===== src/design/rbd_fifo.sv =====
`default_nettype none
// ----------------------------------------------------------------------------
// rbd_fifo
// Small first-word-fall-through queue in flops.
// ----------------------------------------------------------------------------
module rbd_fifo #(
    parameter int unsigned WIDTH = 8,
    parameter int unsigned DEPTH = 4
) (
    input  wire logic                         i_clk,
    input  wire logic                         i_rst_n,
    input  wire logic                         i_push,
    input  wire logic [WIDTH-1:0]             i_data,
    input  wire logic                         i_pop,
    output logic      [WIDTH-1:0]             o_data,
    output logic                              o_empty,
    output logic      [$clog2(DEPTH+1)-1:0]   o_count
);

    localparam int unsigned AW   = (DEPTH > 1) ? $clog2(DEPTH) : 1;
    localparam int unsigned CNTW = $clog2(DEPTH + 1);

    logic [WIDTH-1:0] r_mem [DEPTH];
    logic [AW-1:0]    r_wr, n_wr;
    logic [AW-1:0]    r_rd, n_rd;
    logic [CNTW-1:0]  r_count, n_count;
    logic             at_full;
    logic             do_push, do_pop;

    assign at_full = (r_count == CNTW'(DEPTH));
    assign o_empty = (r_count == '0);
    assign o_count = r_count;
    assign o_data  = r_mem[r_rd];
    assign do_push = i_push && !at_full;
    assign do_pop  = i_pop && !o_empty;

    always_comb begin
        n_wr    = r_wr;
        n_rd    = r_rd;
        n_count = r_count;
        if (do_push) begin
            n_wr = (r_wr == AW'(DEPTH - 1)) ? '0 : r_wr + 1'b1;
        end
        if (do_pop) begin
            n_rd = (r_rd == AW'(DEPTH - 1)) ? '0 : r_rd + 1'b1;
        end
        case ({do_push, do_pop})
            2'b10:   n_count = r_count + 1'b1;
            2'b01:   n_count = r_count - 1'b1;
            default: n_count = r_count;
        endcase
    end

    always_ff @(posedge i_clk) begin
        if (!i_rst_n) begin
            r_wr    <= '0;
            r_rd    <= '0;
            r_count <= '0;
        end else begin
            r_wr    <= n_wr;
            r_rd    <= n_rd;
            r_count <= n_count;
        end
    end

    always_ff @(posedge i_clk) begin
        if (do_push) begin
            r_mem[r_wr] <= i_data;
        end
    end

endmodule
`default_nettype wire


===== config.mk =====
export PLATFORM = sky130hd
export DESIGN_NAME = rbd_fifo
export DESIGN_NICKNAME = d
export VERILOG_FILES = /design/src/design/rbd_fifo.sv
export SDC_FILE = /design/constraint.sdc
export NUM_CORES = 1
export LEC_CHECK = 0
export ABC_CLOCK_PERIOD_IN_PS = 4450
export BUFFER_PORTS_ARGS = -buffer_cell sky130_fd_sc_hd__buf_2
export CORE_UTILIZATION = 52
export CTS_CLUSTER_DIAMETER = 80
export DETAILED_ROUTE_END_ITERATION = 16
export HOLD_SLACK_MARGIN = 0.15
export PLACE_DENSITY = 0.76
export SLEW_MARGIN = 40
export SYNTH_ARGS = -nofsm -noshare
export SYNTH_HDL_FRONTEND = slang
export SYNTH_SLANG_ARGS = --single-unit
export TNS_END_PERCENT = 5

===== constraint.sdc =====
create_clock -name i_clk -period 4.45 [get_ports i_clk]
set_input_delay 0.6675 -clock i_clk [delete_from_list [all_inputs] [get_ports i_clk]]
set_output_delay 0.6675 -clock i_clk [all_outputs]
set_load 0.05 [all_outputs]

## Word-level counts from Yosys, hierarchy flattened

Memory sizes are Yosys's and may differ from the RTL's. A register that Yosys moved wholly into a read port is not among the register bits.
Cells that the tools add are included.

- Add/sub/neg operators: 4
- Equality and inequality tests: 5
- Muxes and demuxes: 7
- Reductions and logical operators: 6

Operator list:

| operator | count |
|---|---|
| $mux W2 | 4 |
| $eq A2 B2 Y1 const B | 3 |
| $pmux W3 S2 | 1 |
| $add A2 B1 Y2 const B | 2 |
| $add A3 B1 Y3 const B | 1 |
| $eq A3 B3 Y1 const B | 1 |
| $logic_not A3 Y1 | 1 |
| $sub A3 B1 Y3 const B | 1 |
| $eq A2 B1 Y1 const B | 1 |
| $logic_and A1 B1 Y1 | 2 |
| $logic_not A1 Y1 | 2 |
| $mux W1 | 2 |
| $reduce_bool A2 Y1 | 1 |

- Register bits: 7
- Memory bits (writable): 32
- Input port bits: 12
- Output and inout bits: 12
- Word-level logic and storage cells: 26
- Memories: 1

Memories:

| name | words | bits a word | rd ports | clocked after memory_dff | write ports | RTL line | RTL |
|---|---|---|---|---|---|---|---|
| r_mem | 4 | 8 | 1 | 1 | 1 | 23 | `logic [WIDTH-1:0] r_mem [DEPTH];` |

## Depth between registers and ports, before layout

Gate-level depths: netlist of the first run.

- Word-level depth: 5
- Depth in mapped cells: 9
- Gate-level depth less buffers: 9

## Worst setup path before layout of the first run

No wires, ideal clock.

- Kind: reg-to-reg
- From: register r_count[2], in the netlist o_count[2]
- To: register r_count[2], in the netlist o_count[2]
- Setup time: 76 ps
- Data arrival time: 2602 ps
- Required time: 4374 ps
- Slack: 1773 ps
- Cell stages (with the launch flop): 10
- Path buffers: 0
- Clock period less this slack: 2677 ps
- Cells stage by stage: dfxtp_1 > or3b_4 > and2_4 > inv_1 > ha_1 > inv_1 > fa_1 > xor2_1 > or3_2 > a21boi_0

- Longest elaborated chain between the ends: 5
- Elaborated cells on any way between the ends: 12
- Those cells by class: 2 x add/sub; 3 x eq/ne; 1 x mux; 6 x reduce/logical

RTL lines:

| element | RTL line | RTL |
|---|---|---|
| from (decl) | 26 | `logic [CNTW-1:0] r_count, n_count;` |
| from (signal assigned) | 62 | `r_count <= n_count;` |
| $eq A3 B3 Y1 or $logic_not A3 Y1 (tied branches) | 30, 31 |  |
| $logic_not A1 Y1 (on tied branches) | 34, 35 |  |
| $logic_and A1 B1 Y1 (on tied branches) | 34, 35 |  |
| $eq A2 B1 Y1 or $eq A2 B2 Y1 (tied branches) | 47 | `case ({do_push, do_pop})` |
| $pmux W3 S2 or $reduce_bool A2 Y1 (tied branches) | n/a |  |

Several ways; a longest one is shown, not always the timed one.
A chain may end at the register's enable or synchronous reset.

## Final worst setup path of the first run

Same ends and word-level chain as after synthesis.

==> results of run 1 <==
[worst max path at each step]
stage,to,slack (ns),cells after the start
2_1_floorplan,o_count[2]$_SDFFE_PN0P_,1.77,9
3_3_place_gp,o_count[2]$_SDFFE_PN0P_,2.09,9
6_report,o_count[2]$_SDFFE_PN0P_,1.93,9
3_5_place_dp,o_count[2]$_SDFFE_PN0P_,1.96,9
5_1_grt,o_count[2]$_SDFFE_PN0P_,1.80,9
4_1_cts,o_data[3],1.92,2
[logic make-up (layout without fill, tap and decap cells)]
kind of cell	after synthesis	after routing
XOR/XNOR	2	2
flip-flops	41	41
buffers and inverters	10	38
AND/OR/NAND/NOR	21	21
multiplexers	9	9
adder cells (fa/ha/maj)	7	7
AO/OA/AOI/OAI	7	7
[worst reg2reg max path, delay by kind of cell, from the launching register on]
kind | cells | cell delay, ns
xor+xnor | 1 | 0.17
simple gates | 3 | 1.02
buf+inv | 2 | 0.11
flops | 1 | 0.43
compound gates | 1 | 0.16
fa+ha+maj | 2 | 0.56
[final cells by class]
class	count	share of cell area [%]
Clock buffer	5	2.027
Clock inverter	3	0.6757
Inverter	7	1.419
Multi-Input combinational cell	46	25.07
Sequential cell	41	61.62
Tap cell	44	2.973
Timing Repair Buffer	23	6.216
[flip-flops by register name, summed over array words and instances (netlist names), named ones only]
| signal | cells |
|---|---|
| r_wr | 2 |
| o_count | 3 |
| r_mem | 32 |
| r_rd | 2 |
[routing by layer]
layer	vias to the layer above	global-route usage [%]	wire length [microns]
met5	-	0	0
met3	5	7.366	98
met1	441	19.32	1075
li1	416	-	-
met2	23	28.74	1294
met4	0	8.503	55
[power breakdown]
part           leakage (nW)  switching (mW)  total (mW)  internal (mW)
Clock                0.0300           0.110       0.167         0.0572
Combinational         0.286           0.279       0.417          0.139
Sequential            0.367          0.0525       0.520          0.467
Total                 0.683           0.442        1.10          0.663
[placed cells by master (no fill, tap or decap)]
cell / synthesis / routed
ha_1: 6 / 6
clkbuf_4: 0 / 5
o31ai_1: 1 / 1
mux2i_1: 1 / 1
and2_4: 1 / 1
nand2_1: 6 / 6
o21ai_0: 5 / 5
buf_2: 1 / 23
clkinv_2: 0 / 1
inv_1: 7 / 7
edfxtp_1: 32 / 32
and2_1: 2 / 2
xnor2_1: 1 / 1
mux4_2: 8 / 8
a21boi_0: 1 / 1
or3_2: 1 / 1
fa_1: 1 / 1
and3_2: 4 / 4
nand4_1: 1 / 1
dfxtp_1: 9 / 9
nor3_1: 1 / 1
or3b_4: 1 / 1
nor2_1: 2 / 2
xor2_1: 1 / 1
nand3_1: 2 / 2
clkinv_1: 0 / 2
[synth_stat cells, types with 2 or more instances]
| library cell | number |
|---|---|
| nand2_1 | 6 |
| and2_1 | 2 |
| inv_1 | 7 |
| dfxtp_1 | 9 |
| o21ai_0 | 5 |
| mux4_2 | 8 |
| and3_2 | 4 |
| edfxtp_1 | 32 |
| nor2_1 | 2 |
| ha_1 | 6 |
| nand3_1 | 2 |
[per-stage QoR]
stage	std cells	hold slack [ns]	utilization, %	power [mW]	setup slack [ns]
final	169	0.5064	61.16	1.105	1.926
after CTS	169	0.5114	61.16	1.118	1.915
after detailed placement	161	0.4943	59.50	0.9512	1.964
after floorplan	97	0.4677	-	0.8565	1.773
after global routing	169	0.5123	61.16	1.159	1.796
after global placement	161	0.4845	59.50	0.9342	2.090
==> run metrics, run 1 <==
grt total ovfl 0; crit path cell chain or3b_4 > and2_4 > inv_1 > ha_1 > inv_1 > fa_1 > xor2_1 > or3_2 > a21boi_0; die area 3391 sq um; Fmax achieved 396.1 MHz; Worst Hold Path EP r_wr[1]$_SDFFE_PN0P_; Final Hold Fails 0; TritonCTS clock tree yes; Syn Inst Count 97; Layout Nets 143; Die H 58.23 microns; CP delay by family, top simple AND/OR/NAND/NOR gates; total of max-cap violations 0; CP Max Fanout 6; Seq/Total Area, Yosys 69.41%; WL per Instance 14.93 microns; R2R Setup Slk 1.93 ns; first drt pass iteration count 4; Die X a little under 60 microns; drt first-iter violations 38; Max Slew Vio Count 0; Placement Cell Area 1802 sq um; GR Util All Layers 17.37%; fin crit share 56.73%; cells on worst reg2reg path 9; DRT Wirelength 2.523 mm; Max Buffers Root-to-Sink 2; leak pwr 0.6833 nW; WP buf/inv 2; Vias 885; Finished Cell Area 1852 sq um; Mapped Nets between 100 and 150; P per Cell Area 596.6 nW/um^2; Area Overhead vs Synth 12.63%; most used cell along the critical path inv_1; Slew headroom 64.28%; initial antenna violation count 0; vias per cell between 5 and 6; simple-gate share of the synthesized area roughly 7.4%; worst slew pin tran 0.5313 ns; RSZ-0062 raised after global routing false; Hold-fix buffers, CTS 0; setup TNS 0 ns; CP startpoint o_count[2]$_SDFFE_PN0P_; antenna cells 0; WP data required approximately 4.7 ns; Reg2Reg Capture Point o_count[2]$_SDFFE_PN0P_; fillers 242; Worst VDD drop 0.0003706 V; DP HPWL 1.774 mm; latest clock arrival within the worst-skew pair 0.34 ns; Sequential cell area 1141 sq um; first-pass GRT wire length ~4 mm; Worst-path clk slew roughly 0.11 ns; reg-to-reg startpoint o_count[2]$_SDFFE_PN0P_; minimum clock period between 2 and 3 ns; status complete, no violations; CP max stage cell dfxtp_1; area occupied by multi-input gates 464.2 sq um; Initial Util 54.30%; synthesis-stage register bit count 41; GPL Wtd Cong 0.6300; Area contributors post-synth edfxtp_1 58%, dfxtp_1 11%, mux4_2 11%; Resized cells post-CTS 0; Primary FF master, synth edfxtp_1; Worst setup EP type flop; area of the core 3028 sq um; syn avg cell area 16.95 sq um; Setup Viol. Count Final 0; cell row count 20; post-synthesis adder-cell area fraction around 5.8%; Synth warnings 0; port buffer count 23; clk root buf clkbuf_4; area share of xor/xnor cells in the synthesized design 1.065%; share of the synthesized area in the top cell type 58.45%; post-synthesis mux area share 11.57%; critical path class flop to flop; Post-CTS Setup Inserts 0; largest family of logic cells by synthesized area multiplexers; layout cells sized above 1 around a third; Clock Skew 0.009267 ns; Worst setup SP type flop; CTS Buf Count 5; CTS H-Tree Depth 2; antenna-violating nets left 0; Post-Syn Area 1644 sq um; hold depth 2; Critical Path Max Stage Delay 0.43 ns; sink count of the clock tree 41; largest net degree at the start of global routing 13; cell taking the most area after synthesis edfxtp_1; ys async rst share 0%; Post-synth EDFFs 32; I/O pins 24; Crit path arrival time 2.80 ns; Min-Delay Path Class flop to flop; number of global-route vias before repair 877; compound-gate portion of the synthesized area 2.435%; Worst Hold Launch r_wr[1]$_SDFFE_PN0P_; post-synthesis cell type count 25; DRC viols 0
No activity file was read; power rests on OpenSTA's default activity.
==> inputs of run 2 (changes only) <==
ABC_AREA = 1   (was not set)
ABC_CLOCK_PERIOD_IN_PS = 2300   (was 4450)
CORE_UTILIZATION = 50   (was 52)
clock period = 2.3 ns   (was 4.45 ns; I/O delays follow)
==> run metrics, run 2 <==
status complete, no violations (unchanged); most frequent cell after synthesis edfxtp_1 (unchanged); Max Buffers Root-to-Sink 2 (unchanged); crit path cell chain inv_1 > o21ai_0 > o22ai_1 > buf_2 (was or3b_4 > and2_4 > inv_1 > ha_1 > inv_1 > fa_1 > xor2_1 > or3_2 > a21boi_0); fillers 252 (was 242); grt total ovfl 0 (unchanged); WL per Instance 13.27 microns (was 14.93 microns); Final Power 2.355 mW (was 1.105 mW); Worst-path clk slew 0.11 ns (about the same); Post-Syn Area 1689 sq um (was 1644 sq um); DP HPWL 2.041 mm (was 1.774 mm); Synth warnings 0 (unchanged); leak pwr 0.7813 nW (was 0.6833 nW); ys async rst share 0% (unchanged); die area 3614 sq um (was 3391 sq um); first drt pass iteration count 4 (unchanged); CP max stage cell dfxtp_1 (unchanged); Post-synth EDFFs 32 (unchanged); DRC viols 0 (unchanged); Final Util 61.52% (was 61.16%); Worst setup EP type primary output (was flop); largest net degree at the start of global routing 17 (was 13); Max Slew Vio Count 0 (unchanged); simple-gate share of the synthesized area 11.78% (was 7.382%); area of the core 3128 sq um (was 3028 sq um); Critical Path Max Stage Delay 0.42 ns (was 0.43 ns); largest reg by FF count r_mem (unchanged); drt first-iter violations 61 (was 38); GR Util All Layers 18.82% (was 17.37%); minimum clock period 2.015 ns; first-pass GRT wire length 4.629 mm (was 4.022 mm); area share of xor/xnor cells in the synthesized design 0% (was 1.065%); Hold-fix buffers, CTS 0 (unchanged); TritonCTS clock tree yes (unchanged); CTS H-Tree Depth 2 (unchanged); commonest non-fill, non-tap cell in the layout edfxtp_1 (unchanged); Slew headroom 75.89% (was 64.28%); vias per cell 4.978 (was 5.237); Area contributors post-synth edfxtp_1 57%, dfxtp_1 11%, nor2_1 6.2% (was edfxtp_1 58%, dfxtp_1 11%, mux4_2 11%); largest family of logic cells by synthesized area simple AND/OR/NAND/NOR gates (was multiplexers); Syn Inst Count 145 (was 97); non-filler cells, final 223 (was 169); CP Max Fanout 9 (was 6); total of max-cap violations 0 (unchanged); Initial Util 54.00% (was 54.30%); initial antenna violation count 0 (unchanged); Die X 60.12 microns (was 58.23 microns); P per Cell Area 1224 nW/um^2 (was 596.6 nW/um^2); WP data required 1.96 ns (was 4.73 ns); GPL Wtd Cong 0.7292 (was 0.6300); RSZ-0062 raised after global routing false (unchanged); Worst setup SP type flop (unchanged); share of the synthesized area in the top cell type 56.89% (was 58.45%); most frequent cells in the layout 32 x edfxtp_1, 28 x nor2_1, 23 x buf_2, 16 x inv_1, 14 x o21ai_0 (was 32 x edfxtp_1, 23 x buf_2, 9 x dfxtp_1, 8 x mux4_2, 7 x inv_1); Post-CTS Setup Inserts 0 (unchanged); dpl cells 215 (was 161); antenna cells 0 (unchanged); sink count of the clock tree 41 (unchanged); Final Hold Fails 0 (unchanged); Clock Skew 0.005792 ns (was 0.009267 ns); Die H 60.12 microns (was 58.23 microns); list of most frequent post-synthesis cells 32 x edfxtp_1, 28 x nor2_1, 16 x inv_1 (was 32 x edfxtp_1, 9 x dfxtp_1, 8 x mux4_2); syn avg cell area 11.65 sq um (was 16.95 sq um); post-synthesis cell type count 20 (was 25); CTS Buf Count 5 (unchanged); Crit path arrival time 1.67 ns (was 2.80 ns); Primary FF master, synth edfxtp_1 (unchanged); post-synthesis mux area share 0% (was 11.57%); port buffer count 23 (unchanged); Fmax achieved 496.2 MHz; Vias 1110 (was 885); post-synthesis adder-cell area fraction 5.630% (was 5.784%); max reg flops 32 (unchanged); Setup Viol. Count Final 0 (unchanged); clk root buf clkbuf_4 (unchanged); I/O pins 24 (unchanged); cell row count 20 (unchanged); Area Overhead vs Synth 13.93% (was 12.63%); Worst VDD drop 0.0008928 V (was 0.0003706 V); DRT Wirelength 2.960 mm (was 2.523 mm); Mapped Nets 164 (was 116); Resized cells post-CTS 0 (unchanged); Min-Delay Path Class input port to flop (was flop to flop); worst slew pin tran 0.3611 ns (was 0.5313 ns); latest clock arrival within the worst-skew pair 0.34 ns (about the same); fin crit share between 80 and 90%; compound-gate portion of the synthesized area 9.926% (was 2.435%); R2R Setup Slk 0.47 ns (was 1.93 ns); Seq/Total Area, Yosys 67.56% (was 69.41%); number of global-route vias before repair 1045 (was 877); Layout Nets 197 (was 143); antenna-violating nets left 0 (unchanged); layout cells sized above 1 22.91% (was 35.20%); synthesis-stage register bit count 41 (unchanged); setup TNS 0 ns (unchanged); critical path class flop to primary output (was flop to flop); cell taking the most area after synthesis edfxtp_1 (unchanged)
## run 2: changes by cell type in the layout (fill, tap and decap cells not counted), sizes merged, moves of 5 or more
cell,previous run,this run
nor2,2,30
o21ai,5,18
inv,7,17
mux4,8,0
o22ai,0,8
nand2,6,13
buf,23,28
## run 2: cells by family (layout without fill, tap and decap cells)
| logic type | Yosys count | in the layout |
|---|---|---|
| buffers and inverters | 19 | 53 |
| adders and majority gates | 7 | 7 |
| AOI/OAI and AO/OA | 30 | 30 |
| and+or+nand+nor | 48 | 48 |
| DFF | 41 | 41 |
## run 2: per-stage QoR
| stage | area [sq um] | hold WS, ns | worst slack [ns] |
|---|---|---|---|
| final | 1924 | 0.2160 | 0.2848 |
| after floorplan | 1689 | 0.4439 | 0.04424 |
| after global routing | 1924 | 0.1802 | 0.09231 |
| after global placement | 1874 | 0.5211 | 0.6285 |
| after detailed placement | 1874 | 0.5306 | 0.4898 |
| after CTS | 1924 | 0.1985 | 0.2628 |
## run 2: critical path, delay by kind of cell (launching register included)
| kind | cells | cell delay (ns) |
|---|---|---|
| buffers and inverters | 2 | 0.59 |
| AO/OA/AOI/OAI | 2 | 0.32 |
| flip-flops | 1 | 0.42 |
## run 2: cell type report
class / count / area [sq um] / share of cell area, %
clock buffers: 5 / 37.54 / 1.951
well taps: 44 / 55.05 / 2.861
multi-input cells: 85 / 461.7 / 23.99
flip-flops and latches: 41 / 1141 / 59.30
repair buffers: 28 / 152.6 / 7.932
inverters: 17 / 63.81 / 3.316
clock inverters: 3 / 12.51 / 0.6502
## run 2: path summary, 6_finish.rpt
path | startpoint | end | cells after the start
worst min register to register | o_count[0]$_SDFFE_PN0P_ | o_count[0]$_SDFFE_PN0P_ | 2
worst max register to register | o_count[2]$_SDFFE_PN0P_ | o_count[2]$_SDFFE_PN0P_ | 12
worst max-delay path | flop | o_data[1] | 4
worst min-delay path | i_data[1] | r_mem[1][1]$_DFFE_PP_ | 1
## run 2: metal layers
layer / vias up / routed length (microns) / global-route usage [%]
met5: - / 0 / 0
met4: 0 / 21 / 10.96
met3: 4 / 111 / 4.762
met2: 21 / 1558 / 32.34
met1: 524 / 1268 / 20.86
li1: 561 / - / -
## run 2: report_power, final
group,leakage (nW),internal [mW],total (mW),switching (mW)
Clock,0.0300,0.111,0.325,0.214
Combinational,0.383,0.266,1.05,0.783
Sequential,0.368,0.907,0.981,0.0743
Total,0.781,1.28,2.36,1.07
==> inputs of run 3 (changes only) <==
REMOVE_ABC_BUFFERS = 1   (was not set)
==> run metrics, run 3 (synthesis gave the netlist of run 2 again) <==
status complete, no violations (unchanged); Max Buffers Root-to-Sink 2 (unchanged); Die H 60.12 microns (unchanged); Worst VDD drop 0.0006548 V (was 0.0008928 V); CTS Buf Count 5 (unchanged); port buffer count 23 (unchanged); latest clock arrival within the worst-skew pair 0.34 ns (about the same); Max Slew Vio Count 0 (unchanged); hold depth 1 (unchanged); Clock Skew 0.01013 ns (was 0.005792 ns); Worst Hold Launch i_data[0] (was i_data[1]); Worst Hold Path EP r_mem[3][0]$_DFFE_PP_ (was r_mem[1][1]$_DFFE_PP_); TritonCTS clock tree yes (unchanged); Area Overhead vs Synth 14.22% (was 13.93%); Hold-fix buffers, CTS 0 (unchanged); grt total ovfl 0 (unchanged); GPL Wtd Cong 0.7853 (was 0.7292); Reg2Reg Capture Point o_count[2]$_SDFFE_PN0P_ (unchanged); GR Util All Layers 17.82% (was 18.82%); Crit path arrival time 1.66 ns (was 1.67 ns); CTS H-Tree Depth 2 (unchanged); worst slew pin tran 0.3291 ns (was 0.3611 ns); total of max-cap violations 0 (unchanged); leak pwr 0.7822 nW (was 0.7813 nW); Die X 60.12 microns (unchanged); RSZ-0062 raised after global routing false (unchanged); area of the core 3128 sq um (unchanged); max reg flops 32 (unchanged); die area 3614 sq um (unchanged); drt first-iter violations 60 (was 61); CP Max Fanout 9 (unchanged); R2R Setup Slk 0.48 ns (was 0.47 ns); Min-Delay Path Class input port to flop (unchanged); vias per cell 5.099 (was 4.978); Worst setup SP type flop (unchanged); antenna cells 0 (unchanged); Setup Viol. Count Final 0 (unchanged); Fmax achieved 498.9 MHz (was 496.2 MHz); Layout Nets 197 (unchanged); Vias 1137 (was 1110); Slew headroom 78.03% (was 75.89%); cells on worst reg2reg path 12 (unchanged); Final Hold Fails 0 (unchanged); setup TNS 0 ns (unchanged); Post-CTS Setup Inserts 0 (unchanged); layout cells sized above 1 24.02% (was 22.91%); critical path class flop to primary output (unchanged); initial antenna violation count 0 (unchanged); most frequent cells in the layout 32 x edfxtp_1, 28 x nor2_1, 23 x buf_2, 16 x inv_1, 14 x o21ai_0 (unchanged); DRC viols 0 (unchanged); reg-to-reg startpoint o_count[1]$_SDFFE_PN0P_ (was o_count[2]$_SDFFE_PN0P_); P per Cell Area 1224 nW/um^2 (about the same); Final Util 61.68% (was 61.52%); largest net degree at the start of global routing 17 (unchanged); commonest non-fill, non-tap cell in the layout edfxtp_1 (unchanged); cell row count 20 (unchanged); minimum clock period 2.004 ns (was 2.015 ns); Worst setup EP type primary output (unchanged); antenna-violating nets left 0 (unchanged); I/O pins 24 (unchanged); Worst-path clk slew 0.12 ns (was 0.11 ns); clk root buf clkbuf_4 (unchanged); first drt pass iteration count 4 (unchanged); DRT Wirelength 2.818 mm (was 2.960 mm); DP HPWL 1.942 mm (was 2.041 mm); largest reg by FF count r_mem (unchanged); first-pass GRT wire length 4.360 mm (was 4.629 mm); Initial Util 54.00% (unchanged); Resized cells post-CTS 0 (unchanged); number of global-route vias before repair 1087 (was 1045); fin crit share 87.15% (was 87.62%); sink count of the clock tree 41 (unchanged); WL per Instance 12.64 microns (was 13.27 microns); WP data required 1.96 ns (about the same)
run 3: changes by cell type in the layout (fill, tap and decap cells not counted):
cell / change
clkinvlp_4: +1
clkinv_1: -2
clkinv_2: +1
run 3: power by group:
group | switching, mW | total (mW) | internal [mW]
sequential | 0.0734 | 0.981 | 0.907
combinational | 0.781 | 1.04 | 0.263
clock | 0.221 | 0.337 | 0.115
run 3: how the worst max path moves through the flow:
stage / startpoint / endpoint / slack, ns / depth (start not counted)
2_1_floorplan: o_count[1]$_SDFFE_PN0P_ / o_count[2]$_SDFFE_PN0P_ / 0.04 / 13
3_3_place_gp: o_count[2]$_SDFFE_PN0P_ / o_count[2]$_SDFFE_PN0P_ / 0.61 / 13
3_5_place_dp: o_count[1]$_SDFFE_PN0P_ / o_count[2]$_SDFFE_PN0P_ / 0.50 / 13
4_1_cts: flop / o_data[7] / 0.31 / 4
5_1_grt: flop / o_data[0] / 0.19 / 4
6_report: flop / o_data[2] / 0.30 / 4
run 3: routing by layer:
metal	track usage, %	wire (microns)	vias up	part of all wire [%]
li1	-	-	563	-
met2	29.36	1432	36	51
met4	11.30	74	0	2.6
met5	0	0	-	0
met1	18.48	1149	532	41
met3	7.576	162	6	5.7
run 3: area by class of cell:
| class | instances | area (sq um) |
|---|---|---|
| timing repair buffer | 28 | 152.6 |
| sequential | 41 | 1141 |
| tap | 44 | 55.05 |
| fill | 258 | 1199 |
| multi-input combinational | 85 | 461.7 |
| inverter | 17 | 63.81 |
| clock inverter | 3 | 17.52 |
| clock buffer | 5 | 37.54 |
run 3: through the flow:
| step | total power, mW | worst slack (ns) | instance area [sq um] | cells | hold WS (ns) |
|---|---|---|---|---|---|
| after floorplan | 1.781 | 0.04424 | 1667 | 143 | 0.4439 |
| after global placement | 2.009 | 0.6113 | 1874 | 215 | 0.5117 |
| after detailed placement | 2.040 | 0.4998 | 1874 | 215 | 0.5248 |
| after CTS | 2.373 | 0.3064 | 1929 | 223 | 0.1942 |
| after global routing | 2.505 | 0.1886 | 1929 | 223 | 0.1858 |
| final | 2.361 | 0.2956 | 1929 | 223 | 0.2128 |
run 3: worst max-delay path: stages (launching register included):
cell	delay, ns
dfxtp_1	0.43
inv_1	0.29
o21ai_0	0.17
o22ai_1	0.14
buf_2	0.29
