`src/design/rbd_pkg.sv`:
```
`default_nettype none
// ----------------------------------------------------------------------------
// rbd_pkg
// Shared types and fixed constants of the 2x2 RGBA box downscaler.
// ----------------------------------------------------------------------------
package rbd_pkg;

    localparam int unsigned CFG_W        = 13;   // width of a config register
    localparam int unsigned CFG_IDX_W    = 1;
    localparam int unsigned ROW_W        = 12;   // row counter, heights up to 4096
    localparam int unsigned MID_DEPTH    = 4;    // front-to-back request queue
    localparam int unsigned OUT_DEPTH    = 4;    // result queue

    localparam logic [CFG_IDX_W-1:0] REG_SOURCE_WIDTH  = 1'd0;
    localparam logic [CFG_IDX_W-1:0] REG_SOURCE_HEIGHT = 1'd1;

    localparam logic [CFG_W-1:0] SOURCE_WIDTH_RESET  = 13'd1024;
    localparam logic [CFG_W-1:0] SOURCE_HEIGHT_RESET = 13'd1024;
    localparam logic [CFG_W-1:0] HEIGHT_LIMIT        = 13'd4096;

    typedef struct packed {
        logic [7:0] alpha;
        logic [7:0] blue;
        logic [7:0] green;
        logic [7:0] red;
    } t_rgba;

    // per-channel horizontal pair sums
    typedef struct packed {
        logic [8:0] alpha;
        logic [8:0] blue;
        logic [8:0] green;
        logic [8:0] red;
    } t_hsum;

    // what the back end has to do with one request
    typedef struct packed {
        logic wr;     // store pair sum in the line store
        logic rd;     // emit, combining with the stored line
        logic last;   // final output pixel of the image
    } t_op_ctrl;

    typedef struct packed {
        logic  last;
        t_rgba pix;
    } t_pix_out;

endpackage
`default_nettype wire

```
`src/design/rbd_front.sv`:
```
`default_nettype none
// ----------------------------------------------------------------------------
// rbd_front
// Frame position, config registers, left-pixel hold and pair sums; turns each
// accepted pixel into a line-store write, an emit request, or nothing.
// ----------------------------------------------------------------------------
module rbd_front #(
    parameter int unsigned MAX_WIDTH = 4096
) (
    input  wire logic                                 i_clk,
    input  wire logic                                 i_rst_n,
    input  wire logic                                 i_cfg_we,
    input  wire logic [rbd_pkg::CFG_IDX_W-1:0]        i_cfg_idx,
    input  wire logic [rbd_pkg::CFG_W-1:0]            i_cfg_wdata,
    input  wire logic                                 i_accept,
    input  wire rbd_pkg::t_rgba                       i_pix,
    output logic                                      o_op_valid,
    output rbd_pkg::t_op_ctrl                         o_op_ctrl,
    output logic [((MAX_WIDTH / 2 > 1) ? $clog2(MAX_WIDTH / 2) : 1)-1:0] o_op_idx,
    output rbd_pkg::t_hsum                            o_op_hsum
);

    import rbd_pkg::*;

    localparam int unsigned LINE_DEPTH = MAX_WIDTH / 2;
    localparam int unsigned IW = (LINE_DEPTH > 1) ? $clog2(LINE_DEPTH) : 1;
    localparam int unsigned XW = $clog2(MAX_WIDTH);
    localparam int unsigned WW = $clog2(MAX_WIDTH + 1);
    localparam int unsigned CW = (WW > CFG_W) ? WW : CFG_W;

    function automatic logic [WW-1:0] clamp_width(input logic [CFG_W-1:0] v);
        logic [CW-1:0] v_ext;
        v_ext = CW'(v);
        if (v == '0) begin
            clamp_width = WW'(1);
        end else if (v_ext > CW'(MAX_WIDTH)) begin
            clamp_width = WW'(MAX_WIDTH);
        end else begin
            clamp_width = WW'(v_ext);
        end
    endfunction

    function automatic logic [CFG_W-1:0] clamp_height(input logic [CFG_W-1:0] v);
        if (v == '0) begin
            clamp_height = CFG_W'(1);
        end else if (v > HEIGHT_LIMIT) begin
            clamp_height = HEIGHT_LIMIT;
        end else begin
            clamp_height = v;
        end
    endfunction

    logic [WW-1:0]    r_eff_w;
    logic [CFG_W-1:0] r_eff_h;
    logic [XW-1:0]    r_col, n_col;
    logic [ROW_W-1:0] r_row, n_row;
    t_rgba            r_held;

    logic             w_one, h_one;
    logic             col_drop, row_drop, col_even, row_even;
    logic             have_pair, col_last, row_last;
    logic [WW-1:0]    col_ext;
    logic [CFG_W-1:0] row_ext;

    assign w_one    = (r_eff_w == WW'(1));
    assign h_one    = (r_eff_h == CFG_W'(1));
    assign col_ext  = WW'(r_col);
    assign row_ext  = CFG_W'(r_row);
    // odd sizes: last column / row gives nothing
    assign col_drop = !w_one && (col_ext >= (r_eff_w & ~WW'(1)));
    assign row_drop = !h_one && (row_ext >= (r_eff_h & ~CFG_W'(1)));
    assign col_even = !r_col[0];
    assign row_even = !r_row[0];
    assign have_pair = w_one || (!col_drop && !col_even);
    assign col_last = w_one || ((col_ext >> 1) == ((r_eff_w >> 1) - WW'(1)));
    assign row_last = h_one || ((row_ext >> 1) == ((r_eff_h >> 1) - CFG_W'(1)));

    always_comb begin
        if (w_one) begin
            o_op_hsum.red   = {i_pix.red,   1'b0};
            o_op_hsum.green = {i_pix.green, 1'b0};
            o_op_hsum.blue  = {i_pix.blue,  1'b0};
            o_op_hsum.alpha = {i_pix.alpha, 1'b0};
        end else begin
            o_op_hsum.red   = {1'b0, r_held.red}   + {1'b0, i_pix.red};
            o_op_hsum.green = {1'b0, r_held.green} + {1'b0, i_pix.green};
            o_op_hsum.blue  = {1'b0, r_held.blue}  + {1'b0, i_pix.blue};
            o_op_hsum.alpha = {1'b0, r_held.alpha} + {1'b0, i_pix.alpha};
        end
    end

    always_comb begin
        o_op_ctrl.wr   = 1'b0;
        o_op_ctrl.rd   = 1'b0;
        o_op_ctrl.last = col_last && row_last;
        o_op_valid     = 1'b0;
        if (i_accept && have_pair) begin
            if (h_one) begin
                o_op_valid = 1'b1;
            end else if (!row_drop) begin
                o_op_valid   = 1'b1;
                o_op_ctrl.wr = row_even;
                o_op_ctrl.rd = !row_even;
            end
        end
    end

    assign o_op_idx = IW'(r_col >> 1);

    always_comb begin
        n_col = r_col;
        n_row = r_row;
        if (i_accept) begin
            if ((col_ext + WW'(1)) >= r_eff_w) begin
                n_col = '0;
                n_row = ((row_ext + CFG_W'(1)) >= r_eff_h) ? '0 : r_row + 1'b1;
            end else begin
                n_col = r_col + 1'b1;
            end
        end
    end

    always_ff @(posedge i_clk) begin
        if (!i_rst_n) begin
            r_eff_w <= clamp_width(SOURCE_WIDTH_RESET);
            r_eff_h <= clamp_height(SOURCE_HEIGHT_RESET);
            r_col   <= '0;
            r_row   <= '0;
            r_held  <= '0;
        end else if (i_cfg_we) begin
            // any config write restarts the frame position
            case (i_cfg_idx)
                REG_SOURCE_WIDTH:  r_eff_w <= clamp_width(i_cfg_wdata);
                REG_SOURCE_HEIGHT: r_eff_h <= clamp_height(i_cfg_wdata);
                default:           r_eff_w <= r_eff_w;
            endcase
            r_col <= '0;
            r_row <= '0;
        end else begin
            r_col <= n_col;
            r_row <= n_row;
            if (i_accept && !w_one && !col_drop && col_even) begin
                r_held <= i_pix;
            end
        end
    end

endmodule
`default_nettype wire

```
`config.mk`:
```
export PLATFORM = sky130hd
export DESIGN_NAME = rbd_front
export DESIGN_NICKNAME = d
export VERILOG_FILES = /design/src/design/rbd_pkg.sv /design/src/design/rbd_front.sv
export SDC_FILE = /design/constraint.sdc
export NUM_CORES = 1
export LEC_CHECK = 0
export ABC_AREA = 0
export ABC_CLOCK_PERIOD_IN_PS = 3400
export BUFFER_PORTS_ARGS = -buffer_cell sky130_fd_sc_hd__buf_4
export CAP_MARGIN = 30
export CORE_MARGIN = 3
export CORE_UTILIZATION = 55
export CTS_BUF_LIST = sky130_fd_sc_hd__clkbuf_8
export CTS_CLUSTER_SIZE = 12
export DETAILED_ROUTE_END_ITERATION = 16
export MAX_ROUTING_LAYER = met4
export PLACE_DENSITY = 0.8
export SYNTH_ARGS = -nofsm -noshare
export SYNTH_HDL_FRONTEND = slang
export SYNTH_SLANG_ARGS = --single-unit
```
`constraint.sdc`:
```
create_clock -name i_clk -period 3.4 [get_ports i_clk]
set_input_delay 0.68 -clock i_clk [delete_from_list [all_inputs] [get_ports i_clk]]
set_output_delay 0.68 -clock i_clk [all_outputs]
set_load 0.01 [all_outputs]
```
Yosys cells after proc, flatten, opt, wreduce, memory -nomap -nowiden
Index checks and enable logic that the tools add are counted.
W data, S select, Z words.

word-level totals
  register bits = 82
  bits in latches = 0
  memory bits (writable) = 0
  ROM bits = 0
  output and inout port bits = 51
  memories kept = 0

operators by class
  $add $sub $neg = 10
  multiply operators = 0
  div/mod/pow operators = 0
  $lt $le $gt $ge = 5
  eq/ne operators = 4
  shift-type cells = 0
  mux-type cells = 11
  bitwise operators = 3
  reductions and logical operators = 22

operator list
  cell                     number
  $add A8 B8 Y9            4
  $mux W36                 1
  $add A12 B1 Y13 const B  2
  $eq A11 B13 Y1           2
  $eq A13 B1 Y1 const B    2
  $ge A12 B13 Y1           2
  $ge A13 B13 Y1           2
  $mux W13                 2
  $sub A12 B1 Y13 const B  2
  $add A12 B1 Y12 const B  2
  $mux W12                 2
  $gt A13 B13 Y1 const B   1
  $logic_not A13 Y1        1
  $logic_and A1 B1 Y1      8
  $reduce_and A2 Y1        4
  $mux W2                  3
  $logic_not A1 Y1         5
  $logic_or A1 B1 Y1       3
  $mux W1                  3
  $not A1 Y1               3
  $reduce_or A2 Y1         1

Longest topological paths before layout
Gate-level depths: netlist (run 1).

  depth in word-level cells = 8
  mapped depth = 15
  mapped depth without buffers = 14

Least setup slack after synthesis (run 1)
No wires, ideal clock.

  path kind = reg2reg
  from = reg r_col[0]
  to = reg r_row[0]
  library setup time = 0.062 ns
  arrival time = 3.134 ns
  data required time = 3.338 ns
  slack = 0.204 ns
  cell stages (with the launch flop) = 14
  period minus slack after synthesis = 3.196 ns
  cell sequence = dfxtp_1 -> ha_1 -> nand3_1 -> nor2_1 -> nand4_1 -> xnor2_1 -> ha_1 -> nand4_1 -> inv_1 -> nand3_1 -> o211ai_1 -> nand2_1 -> nor3_1 -> mux2_2

between the ends
  cells in the longest elaborated chain, start to end = 3

ends and longest elaborated chain
  what                         RTL line          RTL
  start, declared              rbd_front.sv:55   logic [XW-1:0] r_col, n_col;
  start signal, assigned       rbd_front.sv:140  r_col <= n_col;
  $add A12 B1 Y13              rbd_front.sv:114  if ((col_ext + WW'(1)) >= r_eff_w) begin
  $ge A13 B13 Y1               rbd_front.sv:114
  $reduce_and A2 Y1 (no line)  n/a
  end signal, assigned         rbd_front.sv:141  r_row <= n_row;
  end, declared                rbd_front.sv:56   logic [ROW_W-1:0] r_row, n_row;

Every way passes these cells.
A chain may end at the register's enable or synchronous reset.

==> impl_metrics.prom, run 1 <==
# TYPE chip_impl_metric gauge
chip_impl_metric{name="x_dimension_of_the_die",unit="um"} 121
chip_impl_metric{name="worstPathMaxFanout",unit=""} 6
chip_impl_metric{name="post-route-period-util",unit=""} 1.02
chip_impl_metric{name="slew-limit-headroom",unit=""} 0.447
chip_impl_metric{name="ios",unit=""} 101
chip_impl_metric{name="clock_sinks",unit=""} 82
chip_impl_metric{name="wl",unit="um"} 17700
chip_impl_metric{name="layout-area-overhead-vs-synth",unit="%"} 16.9
chip_impl_info{name="critical_path.startpoint_type",value="flop"} 1
chip_impl_metric{name="yosysUniqueCellTypes",unit=""} 65
chip_impl_metric{name="pre_cts_ws",unit="ns"} 0.190
chip_impl_metric{name="power.density_cell_area",unit="mW/mm^2"} 285
chip_impl_metric{name="antenna_violations_before_repair",unit=""} 0
chip_impl_metric{name="die-area",unit="mm^2"} 0.0146
chip_impl_metric{name="worst_ir_drop_vdd",unit="mV"} 0.257
chip_impl_info{name="timing.critical_path.from",value="r_eff_h[1]"} 1
chip_impl_metric{name="final_standard_cell_count_with_taps_included_and_fillers_excluded",unit=""} 1199
chip_impl_metric{name="slowest_delay",unit="ns"} 0.54
chip_impl_metric{name="floorplan.core_area",unit="mm^2"} 0.0127
chip_impl_info{name="synth_ff_type",value="sky130_fd_sc_hd__dfxtp_1"} 1
chip_impl_info{name="criticalPathCategory",value="flop to output port"} 1
chip_impl_metric{name="drc_errors",unit=""} 0
chip_impl_metric{name="worst_setup_hold_path_clk_slew",unit="ns"} 0.09
chip_impl_info{name="violations",value="negative setup slack"} 1
chip_impl_metric{name="number_of_global_route_vias_before_repair",unit=""} 6097
chip_impl_metric{name="detailroute.via_count",unit=""} 6702
chip_impl_metric{name="setup.reg_to_reg.worst_slack",unit="ns"} 0.26
chip_impl_metric{name="p_seq_frac",unit=""} 0.425
chip_impl_metric{name="first_iter_violations",unit=""} 541
chip_impl_metric{name="yosys_warnings",unit=""} 0
chip_impl_metric{name="tns",unit="ns"} -0.0512
chip_impl_info{name="final_cell_mix",value="162 x sky130_fd_sc_hd__nand2_1, 129 x sky130_fd_sc_hd__buf_4, 84 x sky130_fd_sc_hd__ha_1"} 1
chip_impl_metric{name="transition_at_the_pin_with_the_smallest_max_transition_slack",unit="ns"} 0.829
chip_impl_metric{name="worst_clock_skew",unit="ns"} 0.0122
chip_impl_metric{name="fin_area",unit="mm^2"} 0.00846
chip_impl_metric{name="largest_net_degree_at_the_start_of_global_routing",unit=""} 91
chip_impl_metric{name="async_sr_flop_fraction",unit=""} 0
chip_impl_info{name="timing.rr.start",value="r_col[1]"} 1
chip_impl_metric{name="grt_remaining_overflow",unit=""} 0
chip_impl_metric{name="cts_hold_buffers",unit=""} 0
chip_impl_metric{name="syn-num-nets",unit=""} 1079
chip_impl_metric{name="starting_density_of_the_core",unit=""} 0.569
chip_impl_metric{name="crit_required",unit="ns"} 2.72
chip_impl_metric{name="leakage",unit="nW"} 3.71
chip_impl_info{name="cts_root_buffer",value="sky130_fd_sc_hd__clkbuf_8"} 1
chip_impl_info{name="timing.hold.worst.class",value="flop to flop"} 1
chip_impl_metric{name="pwr-share-clk",unit=""} 0.278
chip_impl_metric{name="number_of_max_slew_violations_in_the_final_report",unit=""} 0
chip_impl_metric{name="placed_cells",unit=""} 1183
chip_impl_metric{name="diodes",unit=""} 0
chip_impl_metric{name="max_cap_viol_count",unit=""} 0
chip_impl_metric{name="cts_max_level",unit=""} 3
chip_impl_metric{name="maxClockFrequency",unit="MHz"} 290
chip_impl_metric{name="final_net_count",unit=""} 1161
chip_impl_info{name="grt_setup_unrepaired",value="yes"} 1
chip_impl_info{name="worstPathCellList",value="or4_4 -> or3_4 -> a2111oi_2 -> o211ai_1 -> nor4_1 -> o22a_1 -> buf_4"} 1
chip_impl_info{name="status",value="finished with violations"} 1
chip_impl_metric{name="yosys_reg_bits",unit=""} 82
chip_impl_metric{name="synth_edf_count",unit=""} 0
chip_impl_metric{name="power_switching_share",unit=""} 0.326
chip_impl_metric{name="cts_made_buffers",unit=""} 9
chip_impl_metric{name="post_synth.cell_area_avg",unit="um^2"} 7.69
chip_impl_metric{name="detailedRoute.firstPassIterationCount",unit=""} 5
chip_impl_metric{name="timing.final.setup_violations",unit=""} 1
chip_impl_metric{name="timing.final.crit_period",unit="ns"} 3.45
chip_impl_metric{name="internal_power",unit="mW"} 1.63
chip_impl_metric{name="worst_slack",unit="ns"} -0.0512
chip_impl_metric{name="worst_skew_pair.late_latency",unit="ns"} 0.38
chip_impl_metric{name="power.switching",unit="mW"} 0.786
chip_impl_metric{name="buffer_depth_of_the_longest_clock_path",unit=""} 2
chip_impl_metric{name="dp_hpwl",unit="um"} 13700
chip_impl_metric{name="grt_pass1_wl",unit="um"} 29400
chip_impl_metric{name="worst_hold_path.num_cells",unit=""} 2
chip_impl_info{name="endpoint",value="o_op_ctrl[0]"} 1
chip_impl_metric{name="critical_path_arrival",unit="ns"} 2.77
chip_impl_metric{name="hold_viol_final",unit=""} 0
chip_impl_info{name="most_common_cell_after_layout_fill_and_taps_aside",value="sky130_fd_sc_hd__nand2_1"} 1
chip_impl_metric{name="detail_route.vias_per_cell",unit=""} 5.59
chip_impl_metric{name="placementRows",unit=""} 41
chip_impl_metric{name="postPlaceCellArea",unit="mm^2"} 0.00816
chip_impl_metric{name="wire_per_inst",unit="um"} 14.7
chip_impl_info{name="worstSetupEndpointType",value="output port"} 1
chip_impl_metric{name="share_of_cells_above_drive_strength_1",unit=""} 0.177
chip_impl_metric{name="synthesis.instances",unit=""} 941
chip_impl_metric{name="ys_seq_area_frac",unit=""} 0.227
chip_impl_metric{name="synth_area",unit="mm^2"} 0.00723
chip_impl_info{name="r2r_end",value="r_row[9]"} 1
chip_impl_metric{name="fp.dieH",unit="um"} 121
chip_impl_metric{name="port-buffer-count",unit=""} 100
chip_impl_metric{name="grt.total_usage",unit=""} 0.253
chip_impl_info{name="slowest_stage",value="sky130_fd_sc_hd__or4_4"} 1
chip_impl_metric{name="power.combinational.fraction",unit=""} 0.298
chip_impl_metric{name="routabilityCongestion",unit=""} 0.910
chip_impl_info{name="clock_tree_from_tritoncts",value="built"} 1
chip_impl_metric{name="layout.core_utilization",unit=""} 0.665
chip_impl_metric{name="ant_nets",unit=""} 0
chip_impl_metric{name="reg2reg_depth",unit=""} 14
[power groups by stage]
stage | logic (mW) | registers [mW] | clock network (mW)
after global placement | 0.683 | 1.04 | 0
after CTS | 0.709 | 1.02 | 0.687
after detailed placement | 0.695 | 1.04 | 0
after global routing | 0.793 | 1.03 | 0.720
after floorplan | 0.436 | 1.04 | 0
final | 0.718 | 1.02 | 0.670
[through the flow]
step,hold slack [ns],power [mW]
after floorplan,0.438,1.47
after global placement,0.449,1.73
after detailed placement,0.453,1.74
after CTS,0.471,2.42
after global routing,0.484,2.54
final,0.468,2.41
[registers in the layout (all words and copies together) (netlist names)]
register	count
r_row	12
r_eff_w	13
r_held	32
r_eff_h	13
r_col	12
[cell type report]
type	instances	area [um^2]
clock buffers	10	138
inverters	56	210
repair buffers	132	1020
well taps	172	215
fillers	1116	4270
clock inverters	5	40.0
multi-input cells	742	5180
flip-flops and latches	82	1650
[worst min path at each step]
stage,startpoint,to
floorplan,r_held[0],r_held[0]
CTS,r_held[28],r_held[28]
global route,r_held[14],r_held[14]
finish,r_held[10],r_held[10]
global placement,r_held[16],r_held[16]
detailed placement,r_held[21],r_held[21]
[synth_stat cells (3+ instances only)]
cell,count,share of area
sky130_fd_sc_hd__a211o_1,5,0.0061
sky130_fd_sc_hd__a211oi_1,7,0.0073
sky130_fd_sc_hd__a21boi_0,29,0.030
sky130_fd_sc_hd__a21o_1,18,0.019
sky130_fd_sc_hd__a21oi_1,50,0.035
sky130_fd_sc_hd__a22o_1,8,0.0097
sky130_fd_sc_hd__a31oi_1,12,0.010
sky130_fd_sc_hd__and3_1,10,0.0086
sky130_fd_sc_hd__buf_2,7,0.0048
sky130_fd_sc_hd__buf_4,11,0.011
sky130_fd_sc_hd__buf_6,3,0.0047
sky130_fd_sc_hd__clkbuf_1,40,0.021
sky130_fd_sc_hd__dfxtp_1,82,0.23
sky130_fd_sc_hd__fa_1,4,0.011
sky130_fd_sc_hd__ha_1,84,0.15
sky130_fd_sc_hd__inv_1,54,0.028
sky130_fd_sc_hd__mux2i_1,36,0.050
sky130_fd_sc_hd__nand2_1,162,0.084
sky130_fd_sc_hd__nand2b_1,15,0.013
sky130_fd_sc_hd__nand3_1,23,0.016
sky130_fd_sc_hd__nand4_1,12,0.010
sky130_fd_sc_hd__nor2_1,38,0.020
sky130_fd_sc_hd__nor2b_1,26,0.022
sky130_fd_sc_hd__nor3_1,11,0.0076
sky130_fd_sc_hd__nor4_1,13,0.011
sky130_fd_sc_hd__o211ai_1,7,0.0073
sky130_fd_sc_hd__o21ai_0,36,0.025
sky130_fd_sc_hd__o21ai_1,15,0.010
sky130_fd_sc_hd__o22ai_1,4,0.0035
sky130_fd_sc_hd__o31ai_1,6,0.0062
sky130_fd_sc_hd__or2_2,4,0.0035
sky130_fd_sc_hd__or3_1,5,0.0043
sky130_fd_sc_hd__or4_1,3,0.0031
sky130_fd_sc_hd__xnor2_1,42,0.051
sky130_fd_sc_hd__xor2_1,24,0.029
[worst max-delay path, delay by kind of cell (launching register included)]
kind	cells	cell delay, ns
compound gates	3	0.73
buf+inv	1	0.12
flops	1	0.36
simple gates	3	1.19
[repair_timing]
action / CTS / global route
buffers inserted: 1 / 0
endpoints found under the setup margin: 3 / 16
pin swaps: 4 / 5
resized for setup: 13 / 16
[layer usage]
metal	vias up	part of all wire	track usage
met3	26	0.077	0.0678
met1	3048	0.48	0.338
met5	-	0	-
met4	0	0.014	0.0673
met2	182	0.43	0.382
li1	3446	-	-
[kinds of logic after synthesis]
group,Yosys count,share of synthesized area
adders and majority gates,88,0.156
muxes,37,0.0514
and+or+nand+nor,335,0.222
DFF,82,0.227
AOI/OAI and AO/OA,216,0.193
xor gates and xnor gates,66,0.0799
buffers and inverters,117,0.0707
No activity file was read; power rests on OpenSTA's default activity.
==> run 2: changes to the inputs <==
--- a/config.mk
+++ b/config.mk
@@ -7,13 +7,13 @@
 export LEC_CHECK = 0
 export ABC_AREA = 0
 export ABC_CLOCK_PERIOD_IN_PS = 3400
-export BUFFER_PORTS_ARGS = -buffer_cell sky130_fd_sc_hd__buf_4
 export CAP_MARGIN = 30
 export CORE_MARGIN = 3
-export CORE_UTILIZATION = 55
-export CTS_BUF_LIST = sky130_fd_sc_hd__clkbuf_8
+export CORE_UTILIZATION = 61
+export CTS_BUF_LIST = sky130_fd_sc_hd__clkbuf_4 sky130_fd_sc_hd__clkbuf_8
 export CTS_CLUSTER_SIZE = 12
 export DETAILED_ROUTE_END_ITERATION = 16
+export DONT_BUFFER_PORTS = 1
 export MAX_ROUTING_LAYER = met4
 export PLACE_DENSITY = 0.8
 export SYNTH_ARGS = -nofsm -noshare
==> run 2 against run 1 <==
  * The run still ends with negative setup slack left
  * Sequential power about the same
  * Critical path depth unchanged
  * Maximum frequency increased by 1.2%
  * First-iteration DRC count decreased by 12%
  * Largest power group unchanged
  * Highest routed layer unchanged
==> impl_metrics.prom, run 2 (same netlist as run 1, synthesis figures left out) <==
# TYPE chip_impl_metric gauge
chip_impl_metric{name="wire_per_inst",unit="um"} 16.2
chip_impl_metric{name="critical_path_arrival",unit="ns"} 2.73
chip_impl_metric{name="layout-area-overhead-vs-synth",unit="%"} 8.29
chip_impl_metric{name="power",unit="mW"} 2.45
chip_impl_metric{name="number_of_global_route_vias_before_repair",unit=""} 6059
chip_impl_metric{name="largest_register_ffs",unit=""} 32
chip_impl_metric{name="worst_clock_skew",unit="ns"} 0.0132
chip_impl_metric{name="fp.dieH",unit="um"} 115
chip_impl_metric{name="first_iter_violations",unit=""} 477
chip_impl_metric{name="clock_sinks",unit=""} 82
chip_impl_metric{name="worst_ir_drop_vdd",unit="mV"} 0.305
chip_impl_metric{name="final_standard_cell_count_with_taps_included_and_fillers_excluded",unit=""} 1086
chip_impl_info{name="critical_path.startpoint_type",value="flop"} 1
chip_impl_metric{name="post-route-period-util",unit=""} 1.00
chip_impl_metric{name="slew-limit-headroom",unit=""} 0.528
chip_impl_metric{name="grt_remaining_overflow",unit=""} 0
chip_impl_info{name="most_common_cell_after_layout_fill_and_taps_aside",value="sky130_fd_sc_hd__nand2_1"} 1
chip_impl_metric{name="timing.final.crit_period",unit="ns"} 3.41
chip_impl_metric{name="path_buf_inv",unit=""} 0
chip_impl_metric{name="antenna_violations_before_repair",unit=""} 0
chip_impl_metric{name="die-area",unit="mm^2"} 0.0132
chip_impl_metric{name="final_net_count",unit=""} 1076
chip_impl_info{name="grt_setup_unrepaired",value="yes"} 1
chip_impl_metric{name="worstPathMaxFanout",unit=""} 5
chip_impl_info{name="status",value="finished with violations"} 1
chip_impl_metric{name="maxClockFrequency",unit="MHz"} 293
chip_impl_info{name="worstPathCellList",value="or4_1 -> nor4_1 -> xnor2_1 -> a21oi_1 -> or3_1 -> nor4_2 -> o22a_2"} 1
chip_impl_metric{name="share_of_cells_above_drive_strength_1",unit=""} 0.104
chip_impl_metric{name="fillers",unit=""} 993
chip_impl_metric{name="buffer_depth_of_the_longest_clock_path",unit=""} 2
chip_impl_metric{name="transition_at_the_pin_with_the_smallest_max_transition_slack",unit="ns"} 0.707
chip_impl_metric{name="x_dimension_of_the_die",unit="um"} 115
chip_impl_metric{name="ant_nets",unit=""} 0
chip_impl_metric{name="fin_area",unit="mm^2"} 0.00783
chip_impl_info{name="criticalPathCategory",value="flop to output port"} 1
chip_impl_metric{name="grt_pass1_wl",unit="um"} 29000
chip_impl_metric{name="cts_hold_buffers",unit=""} 0
chip_impl_metric{name="placed_cells",unit=""} 1066
chip_impl_metric{name="drc_errors",unit=""} 0
chip_impl_metric{name="cts_made_buffers",unit=""} 9
chip_impl_info{name="clock_tree_from_tritoncts",value="built"} 1
chip_impl_metric{name="seqCellArea",unit="mm^2"} 0.00165
chip_impl_metric{name="number_of_max_slew_violations_in_the_final_report",unit=""} 0
chip_impl_metric{name="dp_hpwl",unit="um"} 13300
chip_impl_info{name="slowest_stage",value="sky130_fd_sc_hd__or4_1"} 1
chip_impl_metric{name="worst_slack",unit="ns"} -0.00892
chip_impl_info{name="timing.hold.worst.class",value="input pin to flop"} 1
chip_impl_metric{name="detailedRoute.firstPassIterationCount",unit=""} 5
chip_impl_info{name="cpLargestDelayFamily",value="simple AND/OR/NAND/NOR gates"} 1
chip_impl_metric{name="worst_skew_pair.late_latency",unit="ns"} 0.39
chip_impl_metric{name="routabilityCongestion",unit=""} 0.890
chip_impl_metric{name="layout.core_utilization",unit=""} 0.680
chip_impl_metric{name="timing.final.setup_violations",unit=""} 1
chip_impl_info{name="worstSetupEndpointType",value="output port"} 1
chip_impl_info{name="largest_register_by_flop_count",value="r_held"} 1
chip_impl_metric{name="crit_required",unit="ns"} 2.72
chip_impl_info{name="final_cell_mix",value="160 x sky130_fd_sc_hd__nand2_1, 82 x sky130_fd_sc_hd__ha_1, 81 x sky130_fd_sc_hd__dfxtp_1"} 1
chip_impl_metric{name="diodes",unit=""} 0
chip_impl_metric{name="grt.total_usage",unit=""} 0.279
chip_impl_info{name="cts_root_buffer",value="sky130_fd_sc_hd__clkbuf_8"} 1
chip_impl_metric{name="postPlaceCellArea",unit="mm^2"} 0.00746
chip_impl_metric{name="placementRows",unit=""} 39
chip_impl_info{name="violations",value="negative setup slack"} 1
chip_impl_metric{name="leakage",unit="nW"} 3.31
chip_impl_metric{name="max_cap_viol_count",unit=""} 0
chip_impl_metric{name="detail_route.vias_per_cell",unit=""} 6.00
chip_impl_metric{name="starting_density_of_the_core",unit=""} 0.628
chip_impl_metric{name="largest_net_degree_at_the_start_of_global_routing",unit=""} 93
chip_impl_metric{name="port-buffer-count",unit=""} 0
chip_impl_metric{name="detailroute.via_count",unit=""} 6515
chip_impl_metric{name="floorplan.core_area",unit="mm^2"} 0.0115
chip_impl_metric{name="cts_max_level",unit=""} 3
chip_impl_metric{name="hold_viol_final",unit=""} 0
chip_impl_metric{name="wl",unit="um"} 17600
chip_impl_metric{name="power.density_cell_area",unit="mW/mm^2"} 312
chip_impl_metric{name="ios",unit=""} 101
chip_impl_metric{name="worst_setup_hold_path_clk_slew",unit="ns"} 0.09
chip_impl_metric{name="multiInputGateArea",unit="mm^2"} 0.00519
chip_impl_info{name="registers_with_the_most_flip_flops",value="r_held x32, r_eff_h x13, r_eff_w x13"} 1
chip_impl_metric{name="slowest_delay",unit="ns"} 0.57
==> run 2: area by class of cell <==
type,instances,share of cell area
Sequential cell,82,0.210
Inverter,56,0.0268
Timing Repair Buffer,47,0.0487
Tap cell,143,0.0228
Multi-Input combinational cell,742,0.662
Clock inverter,5,0.0109
Clock buffer,11,0.0185
==> run 2: layer usage <==
layer,vias up,track usage,part of all wire
li1,3291,-,-
met1,2980,0.364,0.45
met2,221,0.421,0.45
met3,23,0.0758,0.087
met4,0,0.0861,0.015
met5,-,-,0
==> run 2: what timing repair did <==
| item | in CTS | in global routing |
|---|---|---|
| buffers inserted | 0 | 4 |
| pin swaps | 4 | 3 |
| endpoints found under the setup margin | 3 | 28 |
| resized for setup | 10 | 19 |
==> run 2: stage by stage <==
step,worst slack [ns],hold slack (ns),TNS (ns)
after global routing,-0.140,0.398,-0.615
final,-0.00892,0.423,-0.00892
after floorplan,0.204,0.438,0
after detailed placement,0.195,0.453,0
after global placement,0.276,0.447,0
after CTS,0.00511,0.381,0
==> run 2: final timing paths <==
path / startpoint / endpoint / slack [ns] / cells after the start
max reg2reg: r_col[0] / r_row[10] / 0.16 / 14
max: r_eff_w[1] / o_op_ctrl[0] / -0.009 / 7
min reg2reg: r_held[16] / r_held[16] / 0.47 / 2
min: i_pix[13] / r_held[13] / 0.42 / 2
==> run 2: power breakdown <==
group / internal [mW] / switching (mW) / total, mW
registers: 0.993 / 0.0289 / 1.02
clock network: 0.447 / 0.407 / 0.854
logic: 0.255 / 0.315 / 0.570
==> run 3: changes to the inputs <==
--- a/config.mk
+++ b/config.mk
@@ -5,7 +5,7 @@
 export SDC_FILE = /design/constraint.sdc
 export NUM_CORES = 1
 export LEC_CHECK = 0
-export ABC_AREA = 0
+export ABC_AREA = 1
 export ABC_CLOCK_PERIOD_IN_PS = 3400
 export CAP_MARGIN = 30
 export CORE_MARGIN = 3
==> run 3 against run 2 <==
  * The flow now finishes without violations
  * Via count rose by 9.9%
  * Wire length rose by 4.3%
  * Critical path depth rose by 3
  * Hold slack got worse by 0.015 ns
  * First-iteration DRC count rose by 7.3%
  * Synthesized cell count rose by 24%
  * Synthesized area rose by 2.1%
  * Final cell count rose by 19%
  * Sequential power rose by 4%
  * Worst setup slack improved by 0.26 ns
  * Critical path type unchanged
  * Critical endpoint is now o_op_valid
  * Largest cell class unchanged
  * Highest routed layer unchanged
==> impl_metrics.prom, run 3 <==
# TYPE chip_impl_metric gauge
chip_impl_info{name="status",value="finished, final reports clean"} 1
chip_impl_metric{name="maxClockFrequency",unit="MHz"} 317
chip_impl_info{name="criticalPathCategory",value="flop to output port"} 1
chip_impl_metric{name="starting_density_of_the_core",unit=""} 0.636
chip_impl_metric{name="ant_nets",unit=""} 0
chip_impl_metric{name="async_sr_flop_fraction",unit=""} 0
chip_impl_metric{name="fillers",unit=""} 1087
chip_impl_metric{name="yosys_reg_bits",unit=""} 82
chip_impl_metric{name="timing.final.crit_period",unit="ns"} 3.15
chip_impl_metric{name="slowest_delay",unit="ns"} 0.42
chip_impl_metric{name="drc_errors",unit=""} 0
chip_impl_metric{name="first_iter_violations",unit=""} 512
chip_impl_metric{name="worst_setup_hold_path_clk_slew",unit="ns"} 0.10
chip_impl_metric{name="synth_area",unit="mm^2"} 0.00738
chip_impl_info{name="worstPathCellList",value="inv_1 -> ha_1 -> a21oi_1 -> o21ai_0 -> a21oi_1 -> a21boi_0 -> nand2_1 -> nand2_1 -> inv_1 -> nor2_1"} 1
chip_impl_metric{name="cts_hold_buffers",unit=""} 0
chip_impl_metric{name="synthSimpleGateAreaFrac",unit=""} 0.340
chip_impl_metric{name="critical_path_arrival",unit="ns"} 2.47
chip_impl_metric{name="cts_max_level",unit=""} 3
chip_impl_metric{name="placed_cells",unit=""} 1278
chip_impl_metric{name="final_net_count",unit=""} 1284
chip_impl_metric{name="worst_slack",unit="ns"} 0.247
chip_impl_metric{name="timing.final.setup_violations",unit=""} 0
chip_impl_metric{name="die-area",unit="mm^2"} 0.0135
chip_impl_metric{name="diodes",unit=""} 0
chip_impl_metric{name="grt_remaining_overflow",unit=""} 0
chip_impl_metric{name="synth.mux.area_fraction",unit=""} 0
chip_impl_metric{name="layout-area-overhead-vs-synth",unit="%"} 2.88
chip_impl_metric{name="crit_required",unit="ns"} 2.72
chip_impl_metric{name="post_synth.cell_area_avg",unit="um^2"} 6.34
chip_impl_info{name="synth_top_family_by_area",value="simple AND/OR/NAND/NOR gates"} 1
chip_impl_metric{name="dp_hpwl",unit="um"} 14600
chip_impl_metric{name="buffer_depth_of_the_longest_clock_path",unit=""} 2
chip_impl_metric{name="synth_edf_count",unit=""} 0
chip_impl_metric{name="yosys.area.top_type_share",unit=""} 0.222
chip_impl_metric{name="wl",unit="um"} 18400
chip_impl_metric{name="largest_net_degree_at_the_start_of_global_routing",unit=""} 65
chip_impl_metric{name="syn-num-nets",unit=""} 1303
chip_impl_info{name="clock_tree_from_tritoncts",value="built"} 1
chip_impl_metric{name="synth_compound_gate_area_share",unit=""} 0.130
chip_impl_metric{name="placementRows",unit=""} 39
chip_impl_metric{name="transition_at_the_pin_with_the_smallest_max_transition_slack",unit="ns"} 0.796
chip_impl_metric{name="clock_sinks",unit=""} 82
chip_impl_metric{name="leakage",unit="nW"} 3.86
chip_impl_metric{name="worst_skew_pair.late_latency",unit="ns"} 0.38
chip_impl_metric{name="yosys_warnings",unit=""} 0
chip_impl_metric{name="synthesis.instances",unit=""} 1165
chip_impl_metric{name="max_cap_viol_count",unit=""} 0
chip_impl_metric{name="detailedRoute.firstPassIterationCount",unit=""} 5
chip_impl_metric{name="worstPathMaxFanout",unit=""} 6
chip_impl_metric{name="hold_viol_final",unit=""} 0
chip_impl_metric{name="number_of_global_route_vias_before_repair",unit=""} 6389
chip_impl_metric{name="share_of_cells_above_drive_strength_1",unit=""} 0.0426
chip_impl_metric{name="port-buffer-count",unit=""} 0
chip_impl_metric{name="number_of_max_slew_violations_in_the_final_report",unit=""} 0
chip_impl_info{name="synth_most_common_cell",value="sky130_fd_sc_hd__nand2_1"} 1
chip_impl_metric{name="cts_made_buffers",unit=""} 9
chip_impl_metric{name="final_standard_cell_count_with_taps_included_and_fillers_excluded",unit=""} 1294
chip_impl_metric{name="multiInputGateArea",unit="mm^2"} 0.00494
chip_impl_metric{name="worst_ir_drop_vdd",unit="mV"} 0.201
chip_impl_info{name="most_common_cell_after_layout_fill_and_taps_aside",value="sky130_fd_sc_hd__nand2_1"} 1
chip_impl_metric{name="synth_xor_area_frac",unit=""} 0.0446
chip_impl_metric{name="post-route-period-util",unit=""} 0.927
chip_impl_info{name="yosys.area.top_type",value="sky130_fd_sc_hd__dfxtp_1"} 1
chip_impl_info{name="synth_ff_type",value="sky130_fd_sc_hd__dfxtp_1"} 1
chip_impl_metric{name="floorplan.core_area",unit="mm^2"} 0.0116
chip_impl_info{name="cts_root_buffer",value="sky130_fd_sc_hd__clkbuf_8"} 1
chip_impl_metric{name="yosysUniqueCellTypes",unit=""} 42
chip_impl_metric{name="largest_register_ffs",unit=""} 32
chip_impl_metric{name="wire_per_inst",unit="um"} 14.2
chip_impl_info{name="worstSetupEndpointType",value="output port"} 1
chip_impl_metric{name="power.density_cell_area",unit="mW/mm^2"} 325
chip_impl_info{name="ys_top_cells_by_count",value="295 x sky130_fd_sc_hd__nand2_1, 152 x sky130_fd_sc_hd__nor2_1, 147 x sky130_fd_sc_hd__inv_1, 96 x sky130_fd_sc_hd__a21oi_1, 84 x sky130_fd_sc_hd__ha_1"} 1
chip_impl_metric{name="ys_seq_area_frac",unit=""} 0.222
chip_impl_info{name="final_cell_mix",value="294 x sky130_fd_sc_hd__nand2_1, 152 x sky130_fd_sc_hd__nor2_1, 147 x sky130_fd_sc_hd__inv_1"} 1
chip_impl_info{name="registers_with_the_most_flip_flops",value="r_held x32, r_eff_h x13, r_eff_w x13"} 1
chip_impl_metric{name="post_synth_fa_ha_maj_area_fraction",unit=""} 0.153
chip_impl_info{name="synth.top_cells.by_area",value="sky130_fd_sc_hd__dfxtp_1 22%, sky130_fd_sc_hd__nand2_1 15%, sky130_fd_sc_hd__ha_1 14%"} 1
chip_impl_metric{name="seqCellArea",unit="mm^2"} 0.00164
chip_impl_info{name="timing.hold.worst.class",value="input pin to flop"} 1
chip_impl_metric{name="grt_pass1_wl",unit="um"} 29900
chip_impl_metric{name="fp.dieH",unit="um"} 116
chip_impl_metric{name="worst_clock_skew",unit="ns"} 0.0149
chip_impl_metric{name="slew-limit-headroom",unit=""} 0.469
chip_impl_info{name="slowest_stage",value="sky130_fd_sc_hd__dfxtp_1"} 1
chip_impl_metric{name="x_dimension_of_the_die",unit="um"} 116
chip_impl_metric{name="detailroute.via_count",unit=""} 7160
chip_impl_metric{name="pre_cts_ws",unit="ns"} 0.326
chip_impl_metric{name="grt.total_usage",unit=""} 0.286
chip_impl_metric{name="antenna_violations_before_repair",unit=""} 0
chip_impl_info{name="critical_path.startpoint_type",value="flop"} 1
chip_impl_metric{name="ios",unit=""} 101
chip_impl_metric{name="detail_route.vias_per_cell",unit=""} 5.53
chip_impl_info{name="largest_register_by_flop_count",value="r_held"} 1
chip_impl_metric{name="routabilityCongestion",unit=""} 0.994
[run 3: final timing paths]
check | startpoint | to | slack (ns) | cells past startpoint
setup / recovery | r_eff_h[8] | o_op_valid | 0.25 | 10
hold / removal | i_rst_n | r_held[13] | 0.41 | 2
setup reg to reg | r_col[1] | r_col[8] | 0.33 | 14
hold reg to reg | r_held[26] | r_held[26] | 0.49 | 2
[run 3: stage by stage]
| stage | hold slack [ns] | setup TNS (ns) | utilization | area [um^2] | total power [mW] |
|---|---|---|---|---|---|
| after floorplan | 0.458 | 0 | - | 7380 | 1.69 |
| after global placement | 0.469 | 0 | 0.637 | 7400 | 1.79 |
| after detailed placement | 0.479 | 0 | 0.637 | 7400 | 1.80 |
| after CTS | 0.389 | 0 | 0.653 | 7580 | 2.48 |
| after global routing | 0.392 | -0.0677 | 0.654 | 7600 | 2.63 |
| final | 0.409 | 0 | 0.654 | 7600 | 2.47 |
[run 3: repair_timing]
action,CTS,global route
setup endpoints to repair,0,15
setup buffers,0,0
resized for setup,0,4
[run 3: kinds of logic (layout without fill, tap and decap cells)]
| group | Yosys count | after routing |
|---|---|---|
| buffers and inverters | 191 | 177 |
| xor gates and xnor gates | 36 | 36 |
| adders and majority gates | 88 | 88 |
| and+or+nand+nor | 584 | 584 |
| DFF | 82 | 82 |
| AOI/OAI and AO/OA | 184 | 184 |
[run 3: per-layer routing]
layer / track usage / up-vias / wire length [um]
li1: - / 3749 / -
met1: 0.362 / 3170 / 8400
met2: 0.446 / 213 / 8000
met3: 0.0658 / 28 / 1540
met4: 0.104 / 0 / 454
met5: - / - / 0
[run 3: area by class of cell]
type,instances,share of cell area
Multi-Input combinational cell,892,0.651
Sequential cell,82,0.216
Clock buffer,10,0.0173
Inverter,149,0.0736
Timing Repair Buffer,12,0.0119
Tap cell,143,0.0236
Clock inverter,6,0.00659
[run 3: critical path: cells and delay by family (launching register included)]
family	cells	cell delay, ns
flops	1	0.42
buf+inv	2	0.20
fa+ha+maj	1	0.36
simple gates	3	0.40
compound gates	4	0.71
[run 3: power by group]
group	internal, mW	switching (mW)
Combinational	0.265	0.461
Clock	0.281	0.400
Sequential	1.01	0.0468
